### src/hdl/dstwr_pkg.sv
`timescale 1ns / 1ps
// Shared types and codes of the two-way ranging responder sequencer.
// Depends on nothing; imported by all modules and the testbench.

package dstwr_pkg;

   // Codes of the action field.
   localparam logic [1:0] ACT_NONE  = 2'd0;
   localparam logic [1:0] ACT_RESET = 2'd1;
   localparam logic [1:0] ACT_TX    = 2'd2;
   localparam logic [1:0] ACT_RXON  = 2'd3;

   // Codes of the reset_reason field.
   localparam logic [2:0] WHY_NONE    = 3'd0;
   localparam logic [2:0] WHY_TIMEOUT = 3'd1;
   localparam logic [2:0] WHY_STATUS  = 3'd2;
   localparam logic [2:0] WHY_TYPE    = 3'd3;
   localparam logic [2:0] WHY_TXFAIL  = 3'd4;

   // Configuration register indexes.
   localparam int unsigned CSR_INDEX_BITS = 3;
   localparam int unsigned CSR_DATA_BITS  = 40;
   localparam logic [CSR_INDEX_BITS-1:0] CSR_RETRY_LIMIT  = 3'd0;
   localparam logic [CSR_INDEX_BITS-1:0] CSR_REPLY_DELAY  = 3'd1;
   localparam logic [CSR_INDEX_BITS-1:0] CSR_FIRST_POLL   = 3'd2;
   localparam logic [CSR_INDEX_BITS-1:0] CSR_SECOND_POLL  = 3'd3;
   localparam logic [CSR_INDEX_BITS-1:0] CSR_RESPONSE     = 3'd4;
   localparam logic [CSR_INDEX_BITS-1:0] CSR_FINAL        = 3'd5;

   // Register values after reset.
   localparam logic [15:0] RETRY_LIMIT_RESET  = 16'd20000;
   localparam logic [39:0] REPLY_DELAY_RESET  = 40'd63897600;
   localparam logic [7:0]  FIRST_POLL_RESET   = 8'hA1;
   localparam logic [7:0]  SECOND_POLL_RESET  = 8'hA2;
   localparam logic [7:0]  RESPONSE_RESET     = 8'hB2;
   localparam logic [7:0]  FINAL_RESET        = 8'hA3;

   // Number of low transmit-time bits that the radio ignores.
   localparam int unsigned SLOT_BITS = 9;

   localparam int unsigned RETRY_BITS = 17;

   // Session codes as reported in session_state.
   localparam logic [2:0] SESS_WAIT_POLL     = 3'd0;
   localparam logic [2:0] SESS_SEND_RESPONSE = 3'd1;
   localparam logic [2:0] SESS_WAIT_RESP_TX  = 3'd2;
   localparam logic [2:0] SESS_WAIT_POLL2    = 3'd3;
   localparam logic [2:0] SESS_SEND_FINAL    = 3'd4;
   localparam logic [2:0] SESS_WAIT_FINAL_TX = 3'd5;

   typedef enum logic [5:0] {
      ST_WAIT_POLL     = 6'b000001,
      ST_SEND_RESPONSE = 6'b000010,
      ST_WAIT_RESP_TX  = 6'b000100,
      ST_WAIT_POLL2    = 6'b001000,
      ST_SEND_FINAL    = 6'b010000,
      ST_WAIT_FINAL_TX = 6'b100000
   } state_type;

   typedef struct packed {
      logic [15:0] retry_limit;
      logic [39:0] reply_delay_ticks;
      logic [7:0]  first_poll_type;
      logic [7:0]  second_poll_type;
      logic [7:0]  response_type;
      logic [7:0]  final_type;
   } cfg_type;

   typedef struct packed {
      logic        event_pending;
      logic        rx_data_ready;
      logic        rx_crc_good;
      logic        leading_edge_done;
      logic        tx_frame_sent;
      logic [7:0]  rx_msg_type;
      logic [39:0] rx_timestamp;
   } req_type;

   typedef struct packed {
      logic [1:0]  action;
      logic [2:0]  reset_reason;
      logic [39:0] tx_time;
      logic [39:0] reply_interval;
      logic [7:0]  tx_msg_type;
      logic [2:0]  session_state;
   } rsp_type;

   function automatic logic [2:0] state_code(input state_type st);
      logic [2:0] code;
      case (st)
         ST_SEND_RESPONSE: code = SESS_SEND_RESPONSE;
         ST_WAIT_RESP_TX:  code = SESS_WAIT_RESP_TX;
         ST_WAIT_POLL2:    code = SESS_WAIT_POLL2;
         ST_SEND_FINAL:    code = SESS_SEND_FINAL;
         ST_WAIT_FINAL_TX: code = SESS_WAIT_FINAL_TX;
         default:          code = SESS_WAIT_POLL;
      endcase
      return code;
   endfunction

endpackage

### src/hdl/dstwr_if.sv
`timescale 1ns / 1ps
// Request and result channel interfaces of the ranging responder sequencer.
// Plain valid/ready channels; no dependencies.

interface dstwr_req_if;
   logic        valid;
   logic        ready;
   logic        event_pending;
   logic        rx_data_ready;
   logic        rx_crc_good;
   logic        leading_edge_done;
   logic        tx_frame_sent;
   logic [7:0]  rx_msg_type;
   logic [39:0] rx_timestamp;

   modport source (
      output valid, event_pending, rx_data_ready, rx_crc_good, leading_edge_done,
             tx_frame_sent, rx_msg_type, rx_timestamp,
      input  ready
   );
   modport sink (
      input  valid, event_pending, rx_data_ready, rx_crc_good, leading_edge_done,
             tx_frame_sent, rx_msg_type, rx_timestamp,
      output ready
   );
endinterface

interface dstwr_rsp_if;
   logic        valid;
   logic        ready;
   logic [1:0]  action;
   logic [2:0]  reset_reason;
   logic [39:0] tx_time;
   logic [39:0] reply_interval;
   logic [7:0]  tx_msg_type;
   logic [2:0]  session_state;

   modport source (
      output valid, action, reset_reason, tx_time, reply_interval, tx_msg_type,
             session_state,
      input  ready
   );
   modport sink (
      input  valid, action, reset_reason, tx_time, reply_interval, tx_msg_type,
             session_state,
      output ready
   );
endinterface

### src/hdl/dstwr_step.sv
`timescale 1ns / 1ps
// Next-state and result logic of one scheduler call of the ranging responder.
// Depends on dstwr_pkg.

module dstwr_step import dstwr_pkg::*; #(
   parameter int unsigned TIME_BITS = 40
) (
   input  state_type              state_ff,
   input  logic [RETRY_BITS-1:0]  retry_ff,
   input  logic [TIME_BITS-1:0]   first_rx_ff,
   input  logic [TIME_BITS-1:0]   second_rx_ff,
   input  cfg_type                cfg,
   input  req_type                req,
   output state_type              state_in,
   output logic [RETRY_BITS-1:0]  retry_in,
   output logic [TIME_BITS-1:0]   first_rx_in,
   output logic [TIME_BITS-1:0]   second_rx_in,
   output rsp_type                rsp
);

   logic [TIME_BITS-1:0]  sched_rx;
   logic [TIME_BITS-1:0]  delay_t;
   logic [TIME_BITS-1:0]  rx_ts_t;
   logic [TIME_BITS-1:0]  sum_t;
   logic [TIME_BITS-1:0]  tx_t;
   logic [TIME_BITS-1:0]  interval_t;
   logic [RETRY_BITS-1:0] retry_inc;
   logic                  timed_out;
   logic                  status_ok;

   assign delay_t  = TIME_BITS'(cfg.reply_delay_ticks);
   assign rx_ts_t  = TIME_BITS'(req.rx_timestamp);
   assign sched_rx = (state_ff == ST_SEND_FINAL) ? second_rx_ff : first_rx_ff;
   assign sum_t    = sched_rx + delay_t;
   // The radio schedules on 512-tick slots, so the low bits are dropped.
   assign tx_t       = {sum_t[TIME_BITS-1:SLOT_BITS], {SLOT_BITS{1'b0}}};
   assign interval_t = tx_t - sched_rx;

   assign retry_inc = retry_ff + 1'b1;
   assign timed_out = retry_inc > {1'b0, cfg.retry_limit};
   assign status_ok = req.rx_data_ready & req.rx_crc_good & req.leading_edge_done;

   always_comb begin
      state_type next_st;
      next_st        = state_ff;
      retry_in       = retry_ff;
      first_rx_in    = first_rx_ff;
      second_rx_in   = second_rx_ff;
      rsp            = '0;
      rsp.action     = ACT_NONE;
      rsp.reset_reason = WHY_NONE;

      case (state_ff)
         ST_SEND_RESPONSE, ST_SEND_FINAL: begin
            rsp.action         = ACT_TX;
            rsp.tx_time        = 40'(tx_t);
            rsp.reply_interval = 40'(interval_t);
            retry_in           = '0;
            if (state_ff == ST_SEND_FINAL) begin
               rsp.tx_msg_type = cfg.final_type;
               next_st         = ST_WAIT_FINAL_TX;
            end else begin
               rsp.tx_msg_type = cfg.response_type;
               next_st         = ST_WAIT_RESP_TX;
            end
         end
         ST_WAIT_RESP_TX, ST_WAIT_FINAL_TX: begin
            if (!req.event_pending) begin
               retry_in = retry_inc;
               if (timed_out) begin
                  rsp.action       = ACT_RESET;
                  rsp.reset_reason = WHY_TIMEOUT;
               end
            end else if (req.tx_frame_sent) begin
               rsp.action = ACT_RXON;
               retry_in   = '0;
               next_st    = (state_ff == ST_WAIT_FINAL_TX) ? ST_WAIT_POLL : ST_WAIT_POLL2;
            end else begin
               rsp.action       = ACT_RESET;
               rsp.reset_reason = WHY_TXFAIL;
            end
         end
         ST_WAIT_POLL2: begin
            if (!req.event_pending) begin
               retry_in = retry_inc;
               if (timed_out) begin
                  rsp.action       = ACT_RESET;
                  rsp.reset_reason = WHY_TIMEOUT;
               end
            end else if (!status_ok) begin
               rsp.action       = ACT_RESET;
               rsp.reset_reason = WHY_STATUS;
            end else if (req.rx_msg_type != cfg.second_poll_type) begin
               rsp.action       = ACT_RESET;
               rsp.reset_reason = WHY_TYPE;
            end else begin
               second_rx_in = rx_ts_t;
               retry_in     = '0;
               next_st      = ST_SEND_FINAL;
            end
         end
         default: begin
            // Waiting for the first poll; any unknown code behaves the same.
            next_st = ST_WAIT_POLL;
            if (!req.event_pending) begin
               retry_in = retry_inc;
               if (timed_out) begin
                  rsp.action       = ACT_RESET;
                  rsp.reset_reason = WHY_TIMEOUT;
               end
            end else if (!status_ok) begin
               rsp.action       = ACT_RESET;
               rsp.reset_reason = WHY_STATUS;
            end else if (req.rx_msg_type != cfg.first_poll_type) begin
               rsp.action       = ACT_RESET;
               rsp.reset_reason = WHY_TYPE;
            end else begin
               first_rx_in = rx_ts_t;
               retry_in    = '0;
               next_st     = ST_SEND_RESPONSE;
            end
         end
      endcase

      // Every fault or timeout ends the session and forgets both receive times.
      if (rsp.action == ACT_RESET) begin
         next_st      = ST_WAIT_POLL;
         retry_in     = '0;
         first_rx_in  = '0;
         second_rx_in = '0;
      end

      state_in          = next_st;
      rsp.session_state = state_code(next_st);
   end

endmodule

### src/hdl/ds_twr_responder_sequencer.sv
`timescale 1ns / 1ps
// Top level of the double-sided two-way ranging responder sequencer.
// Depends on dstwr_pkg, dstwr_if.sv and dstwr_step.
//
// Usage: each request on req_ch is one scheduler call carrying the radio
// event flag, status bits, received type byte and 40-bit receive timestamp.
// Each request produces exactly one result on rsp_ch: the action to take
// (none, session reset, delayed transmit, receive re-enable), the reason of a
// reset, the delayed transmit time and reply interval on a send step, the
// type byte to transmit and the session state after the call.
// The result is registered. Throughput is one request per cycle unless
// stalled; the session state update is a single pass through one 40-bit
// add and subtract and the retry compare. The result register stalls the
// request side only while a result is held and rsp_ch.ready is low; then
// req_ch.ready is low and nothing is lost. Reset (synchronous, active high)
// returns the session to waiting for the first poll, clears the retry count
// and stored times, loads the register defaults and empties the result
// register. Registers are written through csr_we / csr_index / csr_wdata
// while the block is idle; the user must ensure it, the block does not.

module ds_twr_responder_sequencer import dstwr_pkg::*; #(
   parameter int unsigned TIME_BITS = 40
) (
   input  logic                      clock,
   input  logic                      reset,
   dstwr_req_if.sink                 req_ch,
   dstwr_rsp_if.source               rsp_ch,
   input  logic                      csr_we,
   input  logic [CSR_INDEX_BITS-1:0] csr_index,
   input  logic [CSR_DATA_BITS-1:0]  csr_wdata
);

   cfg_type               cfg_ff;
   state_type             state_ff, state_in;
   logic [RETRY_BITS-1:0] retry_ff, retry_in;
   logic [TIME_BITS-1:0]  first_rx_ff, first_rx_in;
   logic [TIME_BITS-1:0]  second_rx_ff, second_rx_in;
   rsp_type               rsp_ff, rsp_in;
   logic                  rsp_valid_ff;
   req_type               req_word;
   logic                  req_take;

   assign req_word.event_pending     = req_ch.event_pending;
   assign req_word.rx_data_ready     = req_ch.rx_data_ready;
   assign req_word.rx_crc_good       = req_ch.rx_crc_good;
   assign req_word.leading_edge_done = req_ch.leading_edge_done;
   assign req_word.tx_frame_sent     = req_ch.tx_frame_sent;
   assign req_word.rx_msg_type       = req_ch.rx_msg_type;
   assign req_word.rx_timestamp      = req_ch.rx_timestamp;

   assign req_ch.ready = !rsp_valid_ff || rsp_ch.ready;
   assign req_take     = req_ch.valid && req_ch.ready;

   dstwr_step #(
      .TIME_BITS (TIME_BITS)
   ) u_step (
      .state_ff     (state_ff),
      .retry_ff     (retry_ff),
      .first_rx_ff  (first_rx_ff),
      .second_rx_ff (second_rx_ff),
      .cfg          (cfg_ff),
      .req          (req_word),
      .state_in     (state_in),
      .retry_in     (retry_in),
      .first_rx_in  (first_rx_in),
      .second_rx_in (second_rx_in),
      .rsp          (rsp_in)
   );

   always_ff @(posedge clock) begin
      if (reset) begin
         cfg_ff.retry_limit       <= RETRY_LIMIT_RESET;
         cfg_ff.reply_delay_ticks <= REPLY_DELAY_RESET;
         cfg_ff.first_poll_type   <= FIRST_POLL_RESET;
         cfg_ff.second_poll_type  <= SECOND_POLL_RESET;
         cfg_ff.response_type     <= RESPONSE_RESET;
         cfg_ff.final_type        <= FINAL_RESET;
      end else if (csr_we) begin
         case (csr_index)
            CSR_RETRY_LIMIT: cfg_ff.retry_limit       <= csr_wdata[15:0];
            CSR_REPLY_DELAY: cfg_ff.reply_delay_ticks <= csr_wdata[39:0];
            CSR_FIRST_POLL:  cfg_ff.first_poll_type   <= csr_wdata[7:0];
            CSR_SECOND_POLL: cfg_ff.second_poll_type  <= csr_wdata[7:0];
            CSR_RESPONSE:    cfg_ff.response_type     <= csr_wdata[7:0];
            CSR_FINAL:       cfg_ff.final_type        <= csr_wdata[7:0];
            default: ;
         endcase
      end
   end

   always_ff @(posedge clock) begin
      if (reset) begin
         state_ff     <= ST_WAIT_POLL;
         retry_ff     <= '0;
         first_rx_ff  <= '0;
         second_rx_ff <= '0;
         rsp_valid_ff <= 1'b0;
      end else begin
         if (req_take) begin
            state_ff     <= state_in;
            retry_ff     <= retry_in;
            first_rx_ff  <= first_rx_in;
            second_rx_ff <= second_rx_in;
            rsp_valid_ff <= 1'b1;
         end else if (rsp_ch.ready) begin
            rsp_valid_ff <= 1'b0;
         end
      end
   end

   always_ff @(posedge clock) begin
      if (req_take) begin
         rsp_ff <= rsp_in;
      end
   end

   assign rsp_ch.valid          = rsp_valid_ff;
   assign rsp_ch.action         = rsp_ff.action;
   assign rsp_ch.reset_reason   = rsp_ff.reset_reason;
   assign rsp_ch.tx_time        = rsp_ff.tx_time;
   assign rsp_ch.reply_interval = rsp_ff.reply_interval;
   assign rsp_ch.tx_msg_type    = rsp_ff.tx_msg_type;
   assign rsp_ch.session_state  = rsp_ff.session_state;

endmodule

### src/flat_wrapper.sv
// flat-port wrapper written by rule: the top's interface ports become plain ports
module ds_twr_responder_sequencer_flat import dstwr_pkg::*;
#(
   parameter int unsigned TIME_BITS = 40
)
  (clock, reset, csr_we, csr_index, csr_wdata, req_ch_valid, req_ch_event_pending, req_ch_rx_data_ready, req_ch_rx_crc_good, req_ch_leading_edge_done, req_ch_tx_frame_sent, req_ch_rx_msg_type, req_ch_rx_timestamp, req_ch_ready, rsp_ch_valid, rsp_ch_action, rsp_ch_reset_reason, rsp_ch_tx_time, rsp_ch_reply_interval, rsp_ch_tx_msg_type, rsp_ch_session_state, rsp_ch_ready);
  dstwr_req_if req_ch_i ();
  dstwr_rsp_if rsp_ch_i ();
  input  logic clock;
  input  logic reset;
  input  logic csr_we;
  input  logic [CSR_INDEX_BITS-1:0] csr_index;
  input  logic [CSR_DATA_BITS-1:0] csr_wdata;
  input wire logic [$bits(req_ch_i.valid)-1:0] req_ch_valid;
  input wire logic [$bits(req_ch_i.event_pending)-1:0] req_ch_event_pending;
  input wire logic [$bits(req_ch_i.rx_data_ready)-1:0] req_ch_rx_data_ready;
  input wire logic [$bits(req_ch_i.rx_crc_good)-1:0] req_ch_rx_crc_good;
  input wire logic [$bits(req_ch_i.leading_edge_done)-1:0] req_ch_leading_edge_done;
  input wire logic [$bits(req_ch_i.tx_frame_sent)-1:0] req_ch_tx_frame_sent;
  input wire logic [$bits(req_ch_i.rx_msg_type)-1:0] req_ch_rx_msg_type;
  input wire logic [$bits(req_ch_i.rx_timestamp)-1:0] req_ch_rx_timestamp;
  output wire logic [$bits(req_ch_i.ready)-1:0] req_ch_ready;
  output wire logic [$bits(rsp_ch_i.valid)-1:0] rsp_ch_valid;
  output wire logic [$bits(rsp_ch_i.action)-1:0] rsp_ch_action;
  output wire logic [$bits(rsp_ch_i.reset_reason)-1:0] rsp_ch_reset_reason;
  output wire logic [$bits(rsp_ch_i.tx_time)-1:0] rsp_ch_tx_time;
  output wire logic [$bits(rsp_ch_i.reply_interval)-1:0] rsp_ch_reply_interval;
  output wire logic [$bits(rsp_ch_i.tx_msg_type)-1:0] rsp_ch_tx_msg_type;
  output wire logic [$bits(rsp_ch_i.session_state)-1:0] rsp_ch_session_state;
  input wire logic [$bits(rsp_ch_i.ready)-1:0] rsp_ch_ready;
  assign req_ch_i.valid = req_ch_valid;
  assign req_ch_i.event_pending = req_ch_event_pending;
  assign req_ch_i.rx_data_ready = req_ch_rx_data_ready;
  assign req_ch_i.rx_crc_good = req_ch_rx_crc_good;
  assign req_ch_i.leading_edge_done = req_ch_leading_edge_done;
  assign req_ch_i.tx_frame_sent = req_ch_tx_frame_sent;
  assign req_ch_i.rx_msg_type = req_ch_rx_msg_type;
  assign req_ch_i.rx_timestamp = req_ch_rx_timestamp;
  assign req_ch_ready = req_ch_i.ready;
  assign rsp_ch_valid = rsp_ch_i.valid;
  assign rsp_ch_action = rsp_ch_i.action;
  assign rsp_ch_reset_reason = rsp_ch_i.reset_reason;
  assign rsp_ch_tx_time = rsp_ch_i.tx_time;
  assign rsp_ch_reply_interval = rsp_ch_i.reply_interval;
  assign rsp_ch_tx_msg_type = rsp_ch_i.tx_msg_type;
  assign rsp_ch_session_state = rsp_ch_i.session_state;
  assign rsp_ch_i.ready = rsp_ch_ready;
  ds_twr_responder_sequencer #(.TIME_BITS(TIME_BITS)) u_core (.clock(clock), .reset(reset), .req_ch(req_ch_i), .rsp_ch(rsp_ch_i), .csr_we(csr_we), .csr_index(csr_index), .csr_wdata(csr_wdata));
endmodule
### config.mk
export PLATFORM = sky130hd
export DESIGN_NAME = ds_twr_responder_sequencer_flat
export DESIGN_NICKNAME = d
export VERILOG_FILES = /design/src/hdl/dstwr_pkg.sv /design/src/hdl/dstwr_if.sv /design/src/hdl/dstwr_step.sv /design/src/hdl/ds_twr_responder_sequencer.sv /design/src/flat_wrapper.sv
export SDC_FILE = /design/constraint.sdc
export NUM_CORES = 1
export LEC_CHECK = 0
export ABC_CLOCK_PERIOD_IN_PS = 8900
export BUFFER_PORTS_ARGS = -buffer_cell sky130_fd_sc_hd__buf_2
export CORE_MARGIN = 3
export CORE_UTILIZATION = 48
export CTS_CLUSTER_SIZE = 12
export DETAILED_ROUTE_END_ITERATION = 8
export PLACE_DENSITY = 0.65
export REMOVE_ABC_BUFFERS = 1
export SYNTH_ARGS = -nofsm -noshare
export SYNTH_HDL_FRONTEND = slang
export SYNTH_HIERARCHICAL = 1
export SYNTH_SLANG_ARGS = --single-unit
export TNS_END_PERCENT = 10
### constraint.sdc
create_clock -name clock -period 8.9 [get_ports clock]
set_input_delay 1.335 -clock clock [delete_from_list [all_inputs] [get_ports clock]]
set_output_delay 1.335 -clock clock [all_outputs]
set_load 0.005 [all_outputs]
==> results.tsv <==
metric	value	unit
path_clk_slew	60	ps
hold_buffers	0	
cts_setup_buffers	0	
p_seq_share	45.9	%
cp.buffers_inverters	0	
max_stage_delay	690	ps
die_area	40400	um2
crit_arrival	7340	ps
drv_slew	0	
cts-htree-levels	2	
clock_sinks	288	
gp_congestion	0.926	
intPower	2.30	mW
maxSlewHeadroom	28.4	%
ir_worst_vdd	0.160	mV
ys_seq_area_share	36.8	%
clockPowerShare	46.3	%
period_minus_slack	6950	ps
dpl.cell_count	2789	
p_leak	8.17	nW
yosys.area.top_type	dfxtp_1	
fin_nets	2516	
clock_latency	560	ps
drv_cap	0	
critPathRequiredTime	9290	ps
die_y	201	um
synth_top_area_share	21.1	%
drt-initial-drc-count	1437	
cts_buffers	34	
criticalPathCategory	reg -> reg	
fillCellCount	3423	
ys_async_sr_fraction	0	%
first_pass_iters	7	
yosysUniqueCellTypes	78	
crit_fanout	53	
grt_pass1_wl	81300	um
rr_worst_depth	23	
io_buffers	198	
placed_area	19400	um2
grt_pass1_vias	14900	
synthTopCellsByArea	dfxtp_1 21%, edfxtp_1 16%, a21oi_1 7.6%	
hold_class	reg -> reg	
final-setup-viol-count	0	
via_count	16100	
status	completed	
track_usage	24.6	%
dp_hpwl	35700	um
tightest_slew	1070	ps
cp.depth	23	
cp_slowest_cell	nor2_8	
core_area	37000	um2
grt_overflow	0	
start_kind	flip-flop	
ant_nets	0	
routedWlPerCell	18.0	um
power_density	149	nW/um2
synth.avg_cell_area	8.23	um2
synth_top_flop_cell	dfxtp_1	
start_util	49.3	%
die_x	201	um
clock_skew	30.7	ps
cp_cell_sequence	or4_4 > nor2_8 > nand2_1 > nand2_1 > ha_1 > a21oi_1 > o21ai_0 > o21ai_0 > a211oi_1 > o21ai_0 > nor2_1 > o22ai_1 > xnor2_1 > ha_1 > a21o_1 > a21o_1 > a21o_1 > a21o_1 > a211o_1 > o211ai_1 > o21ai_0 > or2_2 > mux2i_1	
syn_area	18300	um2
min_period_over_period	78.1	%
layout-drive-gt1-share	17.2	%
p_sw_share	24.4	%
rsz0062_at_grt	no	
whs	454	ps
synth_warnings	6	
hold_viol	0	
rows	70	
cts_tree	done	
cts_buffer_depth	3	
ioPinCount	199	
drt_wl_total	51400	um
switchingPower	0.746	mW
cts_root_buf	clkbuf_16	
p_comb_share	7.8	%
synth_edf_count	96	
synth-seq-cells	288	
fmax	0.144	GHz
whs_path_depth	2	
drc	0	
antenna_found_initial	3	
cts_resized	0	
final_cells	2852	
fin_area	20500	um2
path_delay_family	compound AO/OA/AOI/OAI gates	
synthToLayoutAreaGrowth	12.4	%
crit_path_end_kind	flip-flop	
grt_max_degree	112	
vias_per_cell	5.65	
synthCells	2219	
==> cells in the mapped netlist (all sizes together), types with 51 or more instances <==
cell	n
mux2i	69
nor2	180
dfxtp	192
clkbuf	106
xnor2	68
a21bo	102
nor3	69
inv	71
a21oi	280
edfxtp	96
nand3	123
a21o	51
ha	94
nand2	351
==> sequential cells by signal, indices dropped and copies added, names as in the netlist <==
name and flops:
u_core/first_rx_ff 40, u_core/rsp_ch.valid 1, u_core/rsp_ch.tx_time 40, u_core/second_rx_ff 40
u_core/rsp_ch.reply_interval 40, u_core/rsp_ch.session_state 3, u_core/rsp_ch.tx_msg_type 8, u_core/state_ff 6
u_core/rsp_ch.action 2, u_core/rsp_ch.reset_reason 3, u_core/retry_ff 17, u_core/cfg_ff 88
==> power groups by stage <==
stage,logic [mW],registers [mW],clock network (mW)
after floorplan,0.106,1.43,0
after global placement,0.234,1.43,0
after detailed placement,0.237,1.43,0
after CTS,0.238,1.40,1.45
after global routing,0.261,1.40,1.50
final,0.239,1.40,1.41
==> final cells by class <==
type | instances | area [um2] | share of cell area (%)
flip-flops and latches | 288 | 6730 | 32.8
clock buffers | 46 | 947 | 4.62
well taps | 504 | 631 | 3.07
multi-input cells | 1714 | 10700 | 52.0
repair buffers | 212 | 1110 | 5.40
diodes | 2 | 5.00 | 0.0244
inverters | 71 | 267 | 1.30
clock inverters | 15 | 166 | 0.811
==> final timing paths <==
| path | startpoint | endpoint | slack (ps) |
|---|---|---|---|
| min | u_core/cfg_ff[78]$_SDFFE_PP0P_ | u_core/cfg_ff[78]$_SDFFE_PP0P_ | 450 |
| max | u_core/state_ff[5]$_SDFFE_PP0P_ | u_core/rsp_ch.reply_interval[39]$_DFFE_PP_ | 1950 |
| max reg2reg | u_core/state_ff[5]$_SDFFE_PP0P_ | u_core/rsp_ch.reply_interval[39]$_DFFE_PP_ | 1950 |
| min reg2reg | u_core/cfg_ff[78]$_SDFFE_PP0P_ | u_core/cfg_ff[78]$_SDFFE_PP0P_ | 450 |
==> cells by family after synthesis <==
group                      after synthesis  synth area share [%]
muxes                                   71                  3.93
and+or+nand+nor                        858                  21.7
DFF                                    288                  36.8
AOI/OAI and AO/OA                      576                  20.9
buffers and inverters                  226                  5.16
other                                    1                0.0205
adders and majority gates               94                  6.44
xor gates and xnor gates               105                  5.04
==> metal layers <==
| metal | vias up | global-route usage (%) | wire, um |
|---|---|---|---|
| met5 | - | 0 | 27 |
| met4 | 4 | 7.30 | 1200 |
| met3 | 78 | 4.13 | 3480 |
| met2 | 537 | 37.0 | 22100 |
| met1 | 7561 | 36.1 | 24600 |
| li1 | 7947 | - | - |
==> worst min-delay path, stage by stage (launching register included) <==
cell,delay [ps]
dfxtp_1,310
nand2_1,50
a21oi_1,50
==> through the flow <==
step	total power, mW	utilization, %	setup TNS (ps)	setup slack, ps
detailed placement	1.66	52.4	0	2080
finish	3.05	55.4	0	1950
global route	3.16	55.4	0	1450
floorplan	1.54	-	-29660	-649
global placement	1.66	52.4	0	2350
CTS	3.08	55.4	0	2040
==> cell usage in the layout (no fill, tap or decap), types with 8 or more instances in the layout <==
| master | count |
|---|---|
| nand2_1 | 351 |
| a21oi_1 | 279 |
| buf_2 | 196 |
| dfxtp_1 | 192 |
| nor2_1 | 179 |
| nand3_1 | 123 |
| a21bo_2 | 102 |
| edfxtp_1 | 96 |
| ha_1 | 94 |
| inv_1 | 70 |
| mux2i_1 | 69 |
| xnor2_1 | 68 |
| nor3_1 | 64 |
| a21o_1 | 51 |
| o21ai_0 | 45 |
| xor2_1 | 37 |
| clkbuf_16 | 35 |
| and2_1 | 35 |
| nand4_1 | 21 |
| o21a_1 | 17 |
| buf_4 | 14 |
| and3_1 | 13 |
| a31oi_1 | 13 |
| nor2b_1 | 10 |
| conb_1 | 10 |
| o211ai_1 | 9 |
| clkbuf_1 | 8 |
Note: power is estimated with default switching activity, not from simulation.
